## config.mk

```make
export PLATFORM = sky130hd
export DESIGN_NAME = windowed_backref_decoder
export DESIGN_NICKNAME = d
export VERILOG_FILES = /design/src/hw/rtl/wbd_pkg.sv /design/src/hw/rtl/wbd_ram.sv /design/src/hw/rtl/windowed_backref_decoder.sv
export SDC_FILE = /design/constraint.sdc
export NUM_CORES = 1
export LEC_CHECK = 0
export ABC_AREA = 1
export BUFFER_PORTS_ARGS = -buffer_cell sky130_fd_sc_hd__buf_2
export CELL_PAD_IN_SITES_DETAIL_PLACEMENT = 1
export CELL_PAD_IN_SITES_GLOBAL_PLACEMENT = 1
export CORE_MARGIN = 3
export CORE_UTILIZATION = 45
export DETAILED_ROUTE_END_ITERATION = 7
export PLACE_DENSITY_LB_ADDON = 0.1
export REMOVE_ABC_BUFFERS = 1
export SYNTH_ARGS = -nofsm -noshare
export SYNTH_HDL_FRONTEND = slang
export SYNTH_HIERARCHICAL = 1
export SYNTH_SLANG_ARGS = --single-unit
```

## constraint.sdc

```tcl
create_clock -name clk -period 2.5 [get_ports clk]
set_input_delay 0.25 -clock clk [delete_from_list [all_inputs] [get_ports clk]]
set_output_delay 0.25 -clock clk [all_outputs]
set_load 0.01 [all_outputs]
```

## src/hw/rtl/wbd_pkg.sv

```systemverilog
// shared types and constants for the windowed back-reference decoder
// no dependencies; used by windowed_backref_decoder

package wbd_pkg;

    // history window
    localparam int unsigned WindowDepth = 32;
    localparam int unsigned PosWidth    = 5;
    localparam int unsigned CountWidth  = 6;

    localparam logic [7:0] ESCAPE_CODE = 8'hFF;

    // result status codes
    typedef enum logic [1:0] {
        STATUS_OK         = 2'd0,
        STATUS_ESCAPE_END = 2'd1,
        STATUS_DIST_FAR   = 2'd2
    } status_t;

    // control sequencer
    typedef enum logic {
        ST_IDLE,
        ST_COPY
    } state_t;

endpackage

```

## src/hw/rtl/wbd_ram.sv

```systemverilog
// generic single-write, single-read synchronous ram with registered read data
// no dependencies; used by windowed_backref_decoder for the history window

module wbd_ram #(
    parameter int unsigned WIDTH = 8,
    parameter int unsigned DEPTH = 32
) (
    input  logic                     clk,
    input  logic                     we,
    input  logic [$clog2(DEPTH)-1:0] waddr,
    input  logic [WIDTH-1:0]         wdata,
    input  logic                     re,
    input  logic [$clog2(DEPTH)-1:0] raddr,
    output logic [WIDTH-1:0]         rdata
);

    logic [WIDTH-1:0] mem_reg [DEPTH];
    logic [WIDTH-1:0] rdata_reg;

    // read returns the contents before a write to the same address
    always_ff @(posedge clk)
    begin
        if (we)
        begin
            mem_reg[waddr] <= wdata;
        end
        if (re)
        begin
            rdata_reg <= mem_reg[raddr];
        end
    end

    assign rdata = rdata_reg;

endmodule

```

## src/hw/rtl/windowed_backref_decoder.sv

```systemverilog
// windowed back-reference decoder: top level with sequencer and output register
// depends on wbd_pkg and wbd_ram
//
// results: a literal or error result is registered in the cycle after its transfer;
//   the first byte of a copy passes the registered history read, then the output register
// flow: literal, escape and error inputs go back to back while the output is free; a copy
//   of n bytes (1 to 8) holds the input off to its end, one history byte per cycle while free
// reset: rst_n clears the sequencer, the chunk state and the output valid flag;
//   the history ram is not cleared, only bytes written in the current chunk are read

module windowed_backref_decoder (
    input  logic        clk,
    input  logic        rst_n,

    // coded input stream
    input  logic        s_axis_tvalid,
    output logic        s_axis_tready,
    input  logic [7:0]  s_axis_tdata,   // [7:0] code_byte
    input  logic        s_axis_tlast,   // chunk_last

    // decoded output stream
    output logic        m_axis_tvalid,
    input  logic        m_axis_tready,
    output logic [15:0] m_axis_tdata,   // [7:0] out_byte, [9:8] status, [15:10] zero
    output logic        m_axis_tuser,   // run_last
    output logic        m_axis_tlast    // chunk_end
);

    localparam int unsigned PW = wbd_pkg::PosWidth;
    localparam int unsigned CW = wbd_pkg::CountWidth;
    localparam logic [CW-1:0] WIN = CW'(wbd_pkg::WindowDepth);

    // sequencer
    wbd_pkg::state_t state_reg, state_next;

    // chunk state
    logic [PW-1:0] write_pos_reg, write_pos_next;
    logic [CW-1:0] produced_reg, produced_next;
    logic          escape_reg, escape_next;
    logic          discard_reg, discard_next;

    // copy in flight
    logic [CW-1:0] dist_reg, dist_next;
    logic [2:0]    remain_reg, remain_next;
    logic          last_reg, last_next;
    logic          fwd_reg, fwd_next;
    logic [7:0]    fwd_data_reg, fwd_data_next;

    // output register
    logic          out_valid_reg, out_valid_next;
    logic [7:0]    out_byte_reg, out_byte_next;
    wbd_pkg::status_t out_status_reg, out_status_next;
    logic          out_run_last_reg, out_run_last_next;
    logic          out_chunk_end_reg, out_chunk_end_next;

    // history ram ports
    logic          ram_we;
    logic [PW-1:0] ram_waddr;
    logic [7:0]    ram_wdata;
    logic          ram_re;
    logic [PW-1:0] ram_raddr;
    logic [7:0]    ram_rdata;

    // decode of the offered input
    logic          in_xfer;
    logic          out_free;
    logic [7:0]    code;
    logic [CW-1:0] dist_in;
    logic          dist_far;
    logic          is_escape;
    logic          copy_start;
    logic [7:0]    copy_byte;
    logic [CW-1:0] produced_inc;
    logic [PW-1:0] pos_inc;

    wbd_ram #(
        .WIDTH (8),
        .DEPTH (wbd_pkg::WindowDepth)
    ) u_history (
        .clk   (clk),
        .we    (ram_we),
        .waddr (ram_waddr),
        .wdata (ram_wdata),
        .re    (ram_re),
        .raddr (ram_raddr),
        .rdata (ram_rdata)
    );

    // a new result may be loaded when the output register is empty or draining
    assign out_free      = !out_valid_reg || m_axis_tready;
    assign s_axis_tready = (state_reg == wbd_pkg::ST_IDLE) && out_free;
    assign in_xfer       = s_axis_tvalid && s_axis_tready;

    assign code      = s_axis_tdata;
    assign is_escape = (code == wbd_pkg::ESCAPE_CODE);
    // distance 1..32, where a zero upper field means the full window
    assign dist_in   = WIN - {1'b0, code[7:3]};
    assign dist_far  = dist_in > produced_reg;
    assign copy_start = in_xfer && !discard_reg && !escape_reg && !is_escape && !dist_far;

    // byte just written is bypassed when the copy distance is one
    assign copy_byte    = fwd_reg ? fwd_data_reg : ram_rdata;
    assign produced_inc = (produced_reg == WIN) ? produced_reg : produced_reg + CW'(1);
    assign pos_inc      = write_pos_reg + PW'(1);

    // next state
    always_comb
    begin
        state_next = state_reg;
        unique case (state_reg)
            wbd_pkg::ST_IDLE:
            begin
                if (copy_start)
                begin
                    state_next = wbd_pkg::ST_COPY;
                end
            end
            wbd_pkg::ST_COPY:
            begin
                if (out_free && remain_reg == '0)
                begin
                    state_next = wbd_pkg::ST_IDLE;
                end
            end
            default:
            begin
                state_next = wbd_pkg::ST_IDLE;
            end
        endcase
    end

    // datapath and outputs
    always_comb
    begin
        write_pos_next     = write_pos_reg;
        produced_next      = produced_reg;
        escape_next        = escape_reg;
        discard_next       = discard_reg;
        dist_next          = dist_reg;
        remain_next        = remain_reg;
        last_next          = last_reg;
        fwd_next           = fwd_reg;
        fwd_data_next      = fwd_data_reg;
        out_valid_next     = out_valid_reg && !m_axis_tready;
        out_byte_next      = out_byte_reg;
        out_status_next    = out_status_reg;
        out_run_last_next  = out_run_last_reg;
        out_chunk_end_next = out_chunk_end_reg;
        ram_we             = 1'b0;
        ram_waddr          = write_pos_reg;
        ram_wdata          = code;
        ram_re             = 1'b0;
        ram_raddr          = write_pos_reg - dist_in[PW-1:0];

        unique case (state_reg)
            wbd_pkg::ST_IDLE:
            begin
                if (in_xfer)
                begin
                    if (discard_reg)
                    begin
                        // rest of a failed chunk: no result
                        if (s_axis_tlast)
                        begin
                            discard_next = 1'b0;
                            escape_next  = 1'b0;
                            write_pos_next = '0;
                            produced_next  = '0;
                        end
                    end
                    else if (escape_reg)
                    begin
                        // literal byte after an escape
                        ram_we             = 1'b1;
                        escape_next        = 1'b0;
                        write_pos_next     = pos_inc;
                        produced_next      = produced_inc;
                        out_valid_next     = 1'b1;
                        out_byte_next      = code;
                        out_status_next    = wbd_pkg::STATUS_OK;
                        out_run_last_next  = 1'b1;
                        out_chunk_end_next = s_axis_tlast;
                        if (s_axis_tlast)
                        begin
                            write_pos_next = '0;
                            produced_next  = '0;
                        end
                    end
                    else if (is_escape)
                    begin
                        if (s_axis_tlast)
                        begin
                            // escape with nothing after it
                            out_valid_next     = 1'b1;
                            out_byte_next      = '0;
                            out_status_next    = wbd_pkg::STATUS_ESCAPE_END;
                            out_run_last_next  = 1'b1;
                            out_chunk_end_next = 1'b1;
                            write_pos_next     = '0;
                            produced_next      = '0;
                        end
                        else
                        begin
                            escape_next = 1'b1;
                        end
                    end
                    else if (dist_far)
                    begin
                        // reference reaches before the start of the chunk
                        out_valid_next     = 1'b1;
                        out_byte_next      = '0;
                        out_status_next    = wbd_pkg::STATUS_DIST_FAR;
                        out_run_last_next  = 1'b1;
                        out_chunk_end_next = s_axis_tlast;
                        if (s_axis_tlast)
                        begin
                            write_pos_next = '0;
                            produced_next  = '0;
                        end
                        else
                        begin
                            discard_next = 1'b1;
                        end
                    end
                    else
                    begin
                        // start of a copy: first source read
                        ram_re      = 1'b1;
                        dist_next   = dist_in;
                        remain_next = code[2:0];
                        last_next   = s_axis_tlast;
                        fwd_next    = 1'b0;
                    end
                end
            end
            wbd_pkg::ST_COPY:
            begin
                if (out_free)
                begin
                    ram_we             = 1'b1;
                    ram_wdata          = copy_byte;
                    write_pos_next     = pos_inc;
                    produced_next      = produced_inc;
                    out_valid_next     = 1'b1;
                    out_byte_next      = copy_byte;
                    out_status_next    = wbd_pkg::STATUS_OK;
                    out_run_last_next  = (remain_reg == '0);
                    out_chunk_end_next = (remain_reg == '0) && last_reg;
                    if (remain_reg != '0)
                    begin
                        // next source byte; distance one hits the slot written now
                        ram_re        = 1'b1;
                        ram_raddr     = pos_inc - dist_reg[PW-1:0];
                        remain_next   = remain_reg - 3'd1;
                        fwd_next      = (dist_reg == CW'(1));
                        fwd_data_next = copy_byte;
                    end
                    else if (last_reg)
                    begin
                        write_pos_next = '0;
                        produced_next  = '0;
                    end
                end
            end
            default:
            begin
            end
        endcase
    end

    // control registers
    always_ff @(posedge clk or negedge rst_n)
    begin
        if (!rst_n)
        begin
            state_reg     <= wbd_pkg::ST_IDLE;
            write_pos_reg <= '0;
            produced_reg  <= '0;
            escape_reg    <= 1'b0;
            discard_reg   <= 1'b0;
            out_valid_reg <= 1'b0;
        end
        else
        begin
            state_reg     <= state_next;
            write_pos_reg <= write_pos_next;
            produced_reg  <= produced_next;
            escape_reg    <= escape_next;
            discard_reg   <= discard_next;
            out_valid_reg <= out_valid_next;
        end
    end

    // payload registers
    always_ff @(posedge clk)
    begin
        dist_reg          <= dist_next;
        remain_reg        <= remain_next;
        last_reg          <= last_next;
        fwd_reg           <= fwd_next;
        fwd_data_reg      <= fwd_data_next;
        out_byte_reg      <= out_byte_next;
        out_status_reg    <= out_status_next;
        out_run_last_reg  <= out_run_last_next;
        out_chunk_end_reg <= out_chunk_end_next;
    end

    assign m_axis_tvalid = out_valid_reg;
    assign m_axis_tdata  = {6'b0, out_status_reg, out_byte_reg};
    assign m_axis_tuser  = out_run_last_reg;
    assign m_axis_tlast  = out_chunk_end_reg;

endmodule
```

==> reports/results.ini, run 1 <==
[place]
place_hpwl_microns=27200
buffer_ports.inserted=26
final_gp_congestion=0.819

[timing]
hold_violations=0
timing.slew.headroom=0.652
timing.final.max_slew_violations=0
finalWorstPathRequiredPeriod_ns=2.64
unrepaired_setup_endpoints_after_global_routing=yes
period_utilisation_layout=1.05
timing.hold.ws_ns=0.0850
fmax_mhz=379
finalSetupViolCount=8
setup_slack_ns=-0.136
tightestPinTransition_ns=0.522
final.setup_skew_ns=0.0173

[synth]
synth_cell_type_count=38
synth_edf_count=295
yosys-mux-area-fraction=0.000707
synth.cell_area_sq_um=14200
synthTopCellsByCount=sky130_fd_sc_hd__nand2_1 (463), sky130_fd_sc_hd__edfxtp_1 (295), sky130_fd_sc_hd__nand3_1 (237)
synth-adder-area-share=0.0205
synth_simple_gate_area_share=0.241
yosys.area.top_type_share=0.625
most_used_standard_cell_by_instance_count_after_synthesis=sky130_fd_sc_hd__nand2_1
synth-seq-cells=310
main_combinational_cell_family_by_area_after_synthesis=simple AND/OR/NAND/NOR gates
synthArstFlopShare=0.0484
top_area_cells_in_the_synthesized_netlist=sky130_fd_sc_hd__edfxtp_1 (63%), sky130_fd_sc_hd__nand2_1 (12%), sky130_fd_sc_hd__nand3_1 (8.4%), sky130_fd_sc_hd__dfrtp_1 (2.7%), sky130_fd_sc_hd__buf_6 (2.0%)
yosys_warnings=6
avgSynthCellArea_sq_um=10.6
synthesized_area_fraction_occupied_by_ao_oa_aoi_and_oai_cells=0.0235
post_synth_xor_area_fraction=0.00371
yosysTopAreaCell=sky130_fd_sc_hd__edfxtp_1
synth_cells=1338
synth_top_flop_cell=sky130_fd_sc_hd__edfxtp_1
seq_area_frac_synth=0.652

[critical_path]
cp.arrival_ns=2.90
critPathRequiredTime_ns=2.77
path_delay_family=simple AND/OR/NAND/NOR gates
cp-startpoint=remain_reg[1]
cpPeakStageDelay_ns=0.39
critPathLaunchType=flop
crit_reg_reg_startpoint=remain_reg[1]
crit_path_max_fanout=8
start_to_end_type_of_the_worst_setup_path=flop to flop
cp_cell_sequence=inv_2, ha_4, inv_4, nor2_4, nor2_4, mux2i_4, clkinv_4, buf_12, buf_16, nand2_1, nand3_2, nand3_2, nand2_1, nand2_1, nand2_2, nand2_1, nand2_1
cp_common_cell=sky130_fd_sc_hd__nand2_1
cp_num_buf_inv=5
endpoint_kind=flop
crit_slowest_cell=sky130_fd_sc_hd__edfxtp_1

[grt]
number_of_antenna_violations_at_the_first_check_in_global_routing=0
congestion_overflow_gr=0
grt_util_all_layers=0.271
wire_length_of_the_first_global_routing_pass_microns=68400
grt_start_max_net_pins=40
grt_pass1_vias=11300

[final_layout]
regArea_sq_um=9240
final_core_util=0.584
fin_nets=1542
layout-area-overhead-vs-synth_pct=27.2
insertedDiodeCount=0
largest_register_ff_count=256
num-fill-cells=3179
fraction_of_layout_instances_using_a_drive_strength_above_1=0.284
multiInputGateArea_sq_um=4810

[floorplan]
die-width_microns=183
design.die.area_sq_um=33600
io_pins=33
chipHeight_microns=183
floorplan.initialDensity=0.459
placeableCoreArea_sq_um=30800
fp-row-count=64

[run_status]
run_status=finished with violations
violations=setup timing

[worst_hold_path]
worst_hold_class=input pin to flop
holdCritStartpoint=m_axis_tready

[cts]
clock_pin_slew_worst_setup_and_hold_paths_ns=0.06
clkLatencyLatePin_ns=0.52
tritoncts.num_buffers=36
htreeDepth=2
clock_tree.buffer_depth=3
clk_root_buffer_cell=sky130_fd_sc_hd__clkbuf_16
tritoncts=built
clock_sink_count=310

[detailed_routing]
detail-route-antenna-nets=0
detailedRoute.firstPassIterationCount=5
wl_final_microns=46800
remaining_drc_errors=0
wl_per_cell_microns=24.3
drt_iter0_drc=977
routed-via-count=10900
avgViaCountPerCell=5.65

[run]
drv_cap=0

==> worst min-delay path, cell delays in order <==
cell	delay [ns]
sky130_fd_sc_hd__buf_2	0.10
sky130_fd_sc_hd__nor2_4	0.06
sky130_fd_sc_hd__nor2_4	0.09
sky130_fd_sc_hd__nand2_1	0.06
==> cells by family after synthesis <==
kind of cell | after synthesis
other | 1
multiplexers | 1
flip-flops | 310
AO/OA/AOI/OAI | 62
buffers and inverters | 146
XOR/XNOR | 6
adder cells (fa/ha/maj) | 22
AND/OR/NAND/NOR | 790
==> per-layer routing <==
metal | track usage | up-vias | part of all wire
met5 | 0 | - | 0
met4 | 0.0960 | 0 | 0.036
met3 | 0.0323 | 110 | 0.056
li1 | - | 4915 | -
met2 | 0.464 | 331 | 0.50
met1 | 0.361 | 5539 | 0.41
==> layout make-up <==
class                   instances  share of cell area
multi-input cells             887               0.267
clock buffers                  42              0.0524
inverters                      78              0.0179
clock inverters                22             0.00973
flip-flops and latches        310               0.513
repair buffers                194               0.113
well taps                     396              0.0275
==> per-stage QoR <==
step           setup TNS, ns  setup WS [ns]  instance area [sq um]  std cells
3_3_place_gp           -2.80         -0.314                  15500       1820
5_1_grt                -1.62         -0.234                  18000       1929
2_1_floorplan         -58.03          -7.13                  13700       1275
4_1_cts              -0.0293        -0.0101                  17500       1922
3_5_place_dp           -4.84         -0.322                  15500       1820
6_report              -0.833         -0.136                  18000       1929
==> repair_timing <==
| item | CTS | global route |
|---|---|---|
| setup buffers | 28 | 4 |
| pin swaps | 25 | 21 |
| gates resized for setup | 100 | 100 |
| endpoints found under the setup margin | 8 | 9 |
| endpoints found under the hold margin | 16 | 0 |
| cloned | 11 | 5 |
| hold buffers | 2 | 0 |
==> worst paths after layout <==
path | endpoint | slack (ns) | cells past startpoint
setup / recovery | u_history/rdata[7] | -0.14 | 17
hold / removal | m_axis_tvalid | 0.09 | 4
setup reg to reg | u_history/rdata[7] | -0.14 | 17
hold reg to reg | fwd_reg | 0.56 | 1
max in group asynchronous | ram_waddr[0] | 1.99 | 2
min in group asynchronous | produced_reg[1] | 0.19 | 2
==> cells in the final DEF (no fill, tap or decap), types with 3 or more instances in the layout <==
cell	synthesis	layout
sky130_fd_sc_hd__nand4_1	6	6
sky130_fd_sc_hd__nor2_4	6	9
sky130_fd_sc_hd__nor2_1	51	50
sky130_fd_sc_hd__bufinv_16	0	3
sky130_fd_sc_hd__nand2_1	463	411
sky130_fd_sc_hd__clkinv_1	0	11
sky130_fd_sc_hd__edfxtp_1	295	295
sky130_fd_sc_hd__nand3_1	237	172
sky130_fd_sc_hd__buf_6	25	15
sky130_fd_sc_hd__inv_1	59	49
sky130_fd_sc_hd__o21ai_2	0	9
sky130_fd_sc_hd__clkbuf_1	10	5
sky130_fd_sc_hd__inv_4	2	5
sky130_fd_sc_hd__a21oi_1	10	10
sky130_fd_sc_hd__buf_4	12	113
sky130_fd_sc_hd__clkbuf_16	0	41
sky130_fd_sc_hd__nand2_4	5	7
sky130_fd_sc_hd__o22ai_1	9	9
sky130_fd_sc_hd__ha_4	0	6
sky130_fd_sc_hd__inv_2	17	22
sky130_fd_sc_hd__buf_16	0	13
sky130_fd_sc_hd__nand2_2	11	60
sky130_fd_sc_hd__buf_8	0	3
sky130_fd_sc_hd__clkinv_2	0	7
sky130_fd_sc_hd__o21ai_1	36	26
sky130_fd_sc_hd__o211ai_1	3	3
sky130_fd_sc_hd__buf_12	1	18
sky130_fd_sc_hd__ha_1	20	14
sky130_fd_sc_hd__nand3_2	0	63
sky130_fd_sc_hd__buf_2	18	26
sky130_fd_sc_hd__conb_1	1	6
sky130_fd_sc_hd__dfrtp_1	15	14
Power of run 1 is left out: the tool's default activity adds up to more than one toggle a clock period on the data nets, which glitch-free logic cannot reach.
==> inputs of run 2 (changes only) <==
Settings changed: ABC_AREA 1 to unset, CORE_UTILIZATION 45 to 49.
==> run 2 against run 1 <==
  * The run still ends with setup timing left
  * Design area shrank 11%
  * Sequential share of layout area grew 6.3 points
  * Routed wire length shrank 29%
  * First-iteration DRC count shrank 26%
  * Clock skew decreased by 0.0066 ns
  * Sequential cell count unchanged
  * Maximum frequency decreased by 19%
  * Via count decreased by 33%
  * Non-clock buffer count decreased by 37
==> reports/results.ini, run 2 <==
[run_status]
run_status=finished with violations
violations=setup timing

[place]
final_gp_congestion=0.904  ; +10%
buffer_ports.inserted=26  ; unchanged
place_hpwl_microns=22100  ; -18%
place_ws_ns=-0.861  ; -0.540 ns
place.detailed.instances=1165  ; -36%
placed_cell_area_sq_um=14500  ; -6.0%

[synth]
synthTopCellsByCount=sky130_fd_sc_hd__edfxtp_1 (295), sky130_fd_sc_hd__mux4_2 (80), sky130_fd_sc_hd__nand2_1 (51)
most_used_standard_cell_by_instance_count_after_synthesis=sky130_fd_sc_hd__edfxtp_1
synthArstFlopShare=0.0484  ; unchanged
yosys.area.top_type_share=0.677  ; +0.0514
synth_top_flop_cell=sky130_fd_sc_hd__edfxtp_1
yosys_warnings=6  ; unchanged
seq_area_frac_synth=0.705  ; +0.0535
top_area_cells_in_the_synthesized_netlist=sky130_fd_sc_hd__edfxtp_1 (68%), sky130_fd_sc_hd__mux4_2 (14%), sky130_fd_sc_hd__dfrtp_1 (2.9%), sky130_fd_sc_hd__ha_1 (1.9%), sky130_fd_sc_hd__nand2_1 (1.5%)
synth_cell_type_count=57  ; +50%
synth_cells=714  ; -47%
synth_edf_count=295  ; unchanged
yosysTopAreaCell=sky130_fd_sc_hd__edfxtp_1
synth.cell_area_sq_um=13100  ; -7.6%
avgSynthCellArea_sq_um=18.3  ; +73%
synth-seq-cells=310  ; unchanged

[critical_path]
endpoint_kind=flop
r2r_end=u_history/rdata[2]
reg2reg_setup_slack_ns=-0.74  ; -0.60 ns
cp.arrival_ns=3.49  ; +0.59 ns
critPathRequiredTime_ns=2.75  ; -0.02 ns
crit_slowest_cell=sky130_fd_sc_hd__mux4_2
critPathLaunchType=flop
crit_reg_reg_startpoint=ram_waddr[0]
timing.reg2reg.worst_path_depth=10  ; -7
start_to_end_type_of_the_worst_setup_path=flop to flop
cp_cell_sequence=ha_4, fa_2, xnor2_2, o21ai_4, buf_12, buf_12, buf_16, mux4_2, mux4_2, mux2_4
cpPeakStageDelay_ns=0.52  ; +0.13 ns
path_delay_family=multiplexers
cp_num_buf_inv=3  ; -2
crit_path_max_fanout=5  ; -3

[grt]
congestion_overflow_gr=0  ; unchanged
grt_pass1_vias=8042  ; -29%
grt_util_all_layers=0.240  ; -0.0317
number_of_antenna_violations_at_the_first_check_in_global_routing=0  ; unchanged
grt_start_max_net_pins=40  ; unchanged
wire_length_of_the_first_global_routing_pass_microns=50800  ; -26%

[final_layout]
largest_register_ff_count=256  ; unchanged
design_area_sq_um=16000  ; -11%
commonest_non_fill_non_tap_cell_in_the_layout=sky130_fd_sc_hd__edfxtp_1
layout-area-overhead-vs-synth_pct=22.5
fin_nets=914  ; -41%
insertedDiodeCount=0  ; unchanged
mostFrequentLayoutCells=sky130_fd_sc_hd__edfxtp_1 (295), sky130_fd_sc_hd__buf_4 (103), sky130_fd_sc_hd__mux4_2 (80), sky130_fd_sc_hd__nand2_1 (49), sky130_fd_sc_hd__nor2_1 (36)
layout.cells.non_filler=1238  ; -36%
fraction_of_layout_instances_using_a_drive_strength_above_1=0.380  ; +0.0954

[floorplan]
fp-row-count=59  ; -7.8%
placeableCoreArea_sq_um=26100  ; -15%
die-width_microns=169  ; -7.6%
chipHeight_microns=169  ; -7.6%
io_pins=33  ; unchanged
floorplan.initialDensity=0.501  ; +0.0414
design.die.area_sq_um=28700  ; -15%

[detailed_routing]
routed-via-count=7294  ; -33%
avgViaCountPerCell=5.89  ; +4.3%
detailedRoute.firstPassIterationCount=5  ; unchanged
met3WireLength_microns=1780  ; -32%
wl_final_microns=33400  ; -29%
dr_wl_met2_microns=16900  ; -27%
drt_iter0_drc=720  ; -26%
wl_met1_microns=14000  ; -27%
detail-route-antenna-nets=0  ; unchanged
topRoutingLayerUsed=met4
wl_per_cell_microns=27.0  ; +11%
remaining_drc_errors=0  ; unchanged

[timing]
fmax_mhz=309  ; -19%
setup_slack_ns=-0.741  ; -0.605 ns
final.setup_skew_ns=0.0107  ; -0.00657 ns
timing.final.max_slew_violations=0  ; unchanged
period_utilisation_layout=1.30  ; +0.242
unrepaired_setup_endpoints_after_global_routing=yes
hold_violations=0  ; unchanged
tightestPinTransition_ns=0.506  ; -0.0167 ns
finalWorstPathRequiredPeriod_ns=3.24  ; +0.605 ns
finalSetupViolCount=8  ; unchanged
timing.slew.headroom=0.659  ; +0.00757

[cts]
htreeDepth=2  ; unchanged
clock_pin_slew_worst_setup_and_hold_paths_ns=0.06  ; about the same
clk_root_buffer_cell=sky130_fd_sc_hd__clkbuf_16
clock_tree.buffer_depth=3  ; unchanged
clkLatencyLatePin_ns=0.51  ; about the same
clock_sink_count=310  ; unchanged
tritoncts=built
tritoncts.num_buffers=34  ; -5.6%

[power_and_ir_drop]
power.density_nw_per_um2=1270
power.internal_mw=13.9
seq_power_share=0.343
total_leakage_power_nw=5.64
power.switching_fraction=0.318
finalPower_mw=20.4
power.share.combinational=0.420
pwr-share-clk=0.237
vdd.ir_drop.worst_mv=0.692
netsw_mw=6.48

[worst_hold_path]
worst_hold_class=input pin to flop
holdCritStartpoint=s_axis_tlast
hold-path-cell-count=1  ; -3
end_of_the_worst_hold_path=last_reg

[run]
drv_cap=0  ; unchanged

-- run 2: cell types whose count changed after synthesis, moves of 19 or more --
cell                      delta
sky130_fd_sc_hd__mux4_2     +80
sky130_fd_sc_hd__inv_1      -37
sky130_fd_sc_hd__o21ai_0    +19
sky130_fd_sc_hd__nand2_1   -412
sky130_fd_sc_hd__o21ai_1    -33
sky130_fd_sc_hd__buf_6      -24
sky130_fd_sc_hd__nand3_1   -229
-- run 2: layer usage --
| layer | track usage | up-vias |
|---|---|---|
| met5 | 0 | - |
| met4 | 0.0573 | 0 |
| met3 | 0.0319 | 45 |
| met2 | 0.409 | 208 |
| met1 | 0.334 | 3874 |
| li1 | - | 3167 |
-- run 2: cell type report --
| cell class | instances | area [sq um] |
|---|---|---|
| clock buffer | 42 | 902 |
| fill | 2306 | 10100 |
| clock inverter | 18 | 160 |
| timing repair buffer | 157 | 1420 |
| tap | 335 | 419 |
| sequential | 310 | 9240 |
| multi-input combinational | 354 | 3810 |
| inverter | 22 | 87.6 |
-- run 2: cells by family after synthesis --
kind of cell,after synthesis,synth area share
compound gates,69,0.0358
xor+xnor,15,0.0100
fa+ha+maj,22,0.0222
buf+inv,55,0.0201
flops,310,0.705
mux,98,0.153
other cells,1,0.000287
simple gates,144,0.0532
-- run 2: how the worst max path moves through the flow --
stage | startpoint | end | slack (ns) | depth (start not counted)
after floorplan | state_reg | u_history/rdata[0] | -6.27 | 6
after global placement | s_axis_tdata[3] | u_history/rdata[2] | -0.83 | 13
after detailed placement | ram_waddr[0] | u_history/rdata[2] | -0.86 | 8
after CTS | ram_waddr[0] | u_history/rdata[6] | -0.75 | 11
after global routing | ram_waddr[0] | u_history/rdata[2] | -0.82 | 13
final | ram_waddr[0] | u_history/rdata[2] | -0.74 | 10
-- run 2: power by group through the flow --
stage	clock network (mW)	registers, mW	logic [mW]
global route	5.13	7.03	9.11
floorplan	0	7.16	3.56
global placement	0	7.07	7.34
detailed placement	0	7.08	7.59
CTS	4.92	6.99	8.46
finish	4.83	6.99	8.57
-- run 2: stage by stage --
| stage | hold slack [ns] | util | TNS (ns) |
|---|---|---|---|
| global placement | 0.186 | 0.556 | -39.64 |
| finish | 0.0406 | 0.614 | -5.71 |
| global route | 0.0451 | 0.614 | -6.32 |
| CTS | 0.00768 | 0.608 | -5.92 |
| detailed placement | 0.199 | 0.556 | -38.76 |
| floorplan | -0.0456 | - | -148.11 |
-- run 2: worst register-to-register path, delay by kind of cell, from the launching register on --
kind	cells	cell delay (ns)
AO/OA/AOI/OAI	1	0.16
XOR/XNOR	1	0.18
multiplexers	3	1.14
adder cells (fa/ha/maj)	2	0.65
flip-flops	1	0.46
buffers and inverters	3	0.40
-- run 2: timing repair --
action                                 4_1_cts  5_1_grt
setup buffers                                6        2
resized for setup                           22       37
endpoints found under the hold margin       15        0
gates cloned                                 4        0
pin swaps                                    5        8
hold buffers                                 1        0
setup endpoints to repair                  266      260
No activity file was read; power rests on OpenSTA's default activity.
==> inputs of run 3 (changes only) <==
Settings changed: CORE_UTILIZATION 49 to 58, CTS_CLUSTER_DIAMETER set to 50.
Clock period 2.5 ns to 3.92 ns, I/O delays scaled along.
==> run 3 against run 2 <==
  * The flow now finishes without violations
  * Setup slack improved by 1.1 ns
  * Register-to-register slack improved by 1.1 ns
  * Utilization increased by 7.0 points
  * Via count decreased by 1.5%
  * First-iteration DRC count decreased by 2.9%
  * Count of clock-buffer cells in the layout increased by 1
  * Largest power group is now sequential cells
  * Clock skew increased by 0.0054 ns
  * Worst hold slack improved by 0.11 ns
  * Non-clock buffer count decreased by 79
  * Die area decreased by 15%
  * Sequential cell count unchanged
  * Sequential power decreased by 35%
==> reports/results.ini, run 3 (synthesis results as in run 2) <==
[run]
drv_cap=0  ; unchanged

[final_layout]
commonest_non_fill_non_tap_cell_in_the_layout=sky130_fd_sc_hd__edfxtp_1
multiInputGateArea_sq_um=3640  ; -4.4%
design_area_sq_um=15100  ; -6.1%
fraction_of_layout_instances_using_a_drive_strength_above_1=0.297  ; -0.0827
insertedDiodeCount=0  ; unchanged
fin_nets=837  ; -8.4%
layout.cells.non_filler=1108  ; -11%
largest_register_ff_count=256  ; unchanged
num-fill-cells=1805  ; -22%
final_core_util=0.683  ; +0.0698
layout-area-overhead-vs-synth_pct=15.0
regArea_sq_um=9230  ; about the same
mostFrequentLayoutCells=sky130_fd_sc_hd__edfxtp_1 (295), sky130_fd_sc_hd__mux4_2 (80), sky130_fd_sc_hd__nand2_1 (50), sky130_fd_sc_hd__buf_4 (48), sky130_fd_sc_hd__nor2_1 (45)

[grt]
grt_start_max_net_pins=46  ; +15%
congestion_overflow_gr=0  ; unchanged
grt_pass1_vias=7736  ; -3.8%
number_of_antenna_violations_at_the_first_check_in_global_routing=2  ; +2
wire_length_of_the_first_global_routing_pass_microns=49900  ; -1.7%
grt_util_all_layers=0.282  ; +0.0426

[critical_path]
cp.arrival_ns=3.82  ; +0.33 ns
critPathRequiredTime_ns=4.19  ; +1.44 ns
critPathLaunchType=flop
cpPeakStageDelay_ns=0.57  ; +0.05 ns
cp_cell_sequence=inv_1, ha_1, inv_1, fa_1, xor2_1, nand2_1, o21ai_4, buf_12, mux4_2, mux4_2, mux2_2
endpoint_kind=flop
crit_path_max_fanout=42  ; +37
crit_slowest_cell=sky130_fd_sc_hd__mux4_2
start_to_end_type_of_the_worst_setup_path=flop to flop

[detailed_routing]
routed-via-count=7184  ; -1.5%
avgViaCountPerCell=6.48  ; +10%
detailedRoute.firstPassIterationCount=5  ; unchanged
drt_iter0_drc=699  ; -2.9%
wl_final_microns=33000  ; -1.2%
wl_per_cell_microns=29.8  ; +10%
detail-route-antenna-nets=0  ; unchanged
remaining_drc_errors=0  ; unchanged

[power_and_ir_drop]
finalPower_mw=12.3  ; -40%
total_leakage_power_nw=5.16  ; -8.5%
power.density_nw_per_um2=815  ; -36%
vdd.ir_drop.worst_mv=0.716  ; +3.5%

[timing]
period_utilisation_layout=0.907  ; -0.390
timing.hold.ws_ns=0.146  ; +0.105 ns
hold_violations=0  ; unchanged
setup_slack_ns=0.366  ; +1.11 ns
timing.slew.headroom=0.136  ; -0.523
tightestPinTransition_ns=1.29  ; +0.787 ns
fmax_mhz=281  ; -8.8%
unrepaired_setup_endpoints_after_global_routing=no
setup_tns_ns=0  ; +5.71 ns
finalSetupViolCount=0  ; -8
timing.final.max_slew_violations=0  ; unchanged
finalWorstPathRequiredPeriod_ns=3.55  ; +0.312 ns
final.setup_skew_ns=0.0161  ; +0.00543 ns

[cts]
count_of_cells_resized_by_post_cts_repair=0  ; -100%
clkLatencyLatePin_ns=0.51  ; about the same
clock_sink_count=310  ; unchanged
postCtsHoldBufs=1  ; unchanged
clk_root_buffer_cell=sky130_fd_sc_hd__clkbuf_16
htreeDepth=2  ; unchanged
clock_pin_slew_worst_setup_and_hold_paths_ns=0.06  ; about the same
tritoncts.num_buffers=36  ; +5.9%
tritoncts=built
clock_tree.buffer_depth=3  ; unchanged
cts_setup_buffers=0  ; -6

[floorplan]
floorplan.initialDensity=0.594  ; +0.0934
design.die.area_sq_um=24400  ; -15%
die-width_microns=156  ; -7.8%
io_pins=33  ; unchanged
chipHeight_microns=156  ; -7.8%
placeableCoreArea_sq_um=22000  ; -16%
fp-row-count=54  ; -8.5%

[place]
buffer_ports.inserted=26  ; unchanged
place_ws_ns=0.110  ; +0.971 ns
final_gp_congestion=0.870  ; -3.8%
place.detailed.instances=1043  ; -10%
placed_cell_area_sq_um=13900  ; -4.6%
place_hpwl_microns=21100  ; -4.6%

[run_status]
run_status=finished clean

[worst_hold_path]
worst_hold_class=input pin to flop

## run 3: cell count changes in the layout (fill, tap and decap cells not counted), sizes merged
cell / previous run / this run
buf: 156 / 77
inv: 24 / 25
bufinv: 3 / 4
clkinvlp: 0 / 1
clkbuf: 42 / 43
## run 3: power by group
| part | leakage, nW | switching (mW) | internal [mW] |
|---|---|---|---|
| clock network | 0.576 | 1.31 | 2.02 |
| logic | 1.71 | 2.52 | 1.88 |
| registers | 2.88 | 0.168 | 4.36 |
## run 3: area by class of cell
cell class	instances	share of cell area
flip-flops and latches	310	0.613
clock inverters	21	0.0149
clock buffers	43	0.0637
multi-input cells	354	0.242
well taps	280	0.0233
inverters	22	0.00549
repair buffers	78	0.0372
## run 3: final timing paths
| path | slack, ns | from | end | cells after the start |
|---|---|---|---|---|
| hold reg to reg | 0.52 | produced_reg[5] | produced_reg[5] | 1 |
| min in group asynchronous | 0.33 | rst_n | m_axis_tvalid | 2 |
| max in group asynchronous | 3.30 | rst_n | ram_waddr[1] | 2 |
| setup / recovery | 0.37 | ram_waddr[0] | u_history/rdata[0] | 11 |
| hold / removal | 0.15 | s_axis_tdata[3] | dist_reg[0] | 1 |
| setup reg to reg | 0.37 | ram_waddr[0] | u_history/rdata[0] | 11 |
## run 3: critical path, delay by kind of cell, from the launching register on
family                     cells  cell delay [ns]
muxes                          3             1.26
adders and majority gates      2             0.62
buffers and inverters          3             0.51
DFF                            1             0.47
xor gates and xnor gates       1             0.18
and+or+nand+nor                1             0.13
AOI/OAI and AO/OA              1             0.11
## run 3: per-layer routing
| metal | vias to the layer above | share of wire | track usage |
|---|---|---|---|
| li1 | 3009 | - | - |
| met1 | 3754 | 0.39 | 0.382 |
| met2 | 334 | 0.49 | 0.460 |
| met3 | 85 | 0.076 | 0.0633 |
| met4 | 2 | 0.039 | 0.105 |
| met5 | - | 0.00042 | 0 |
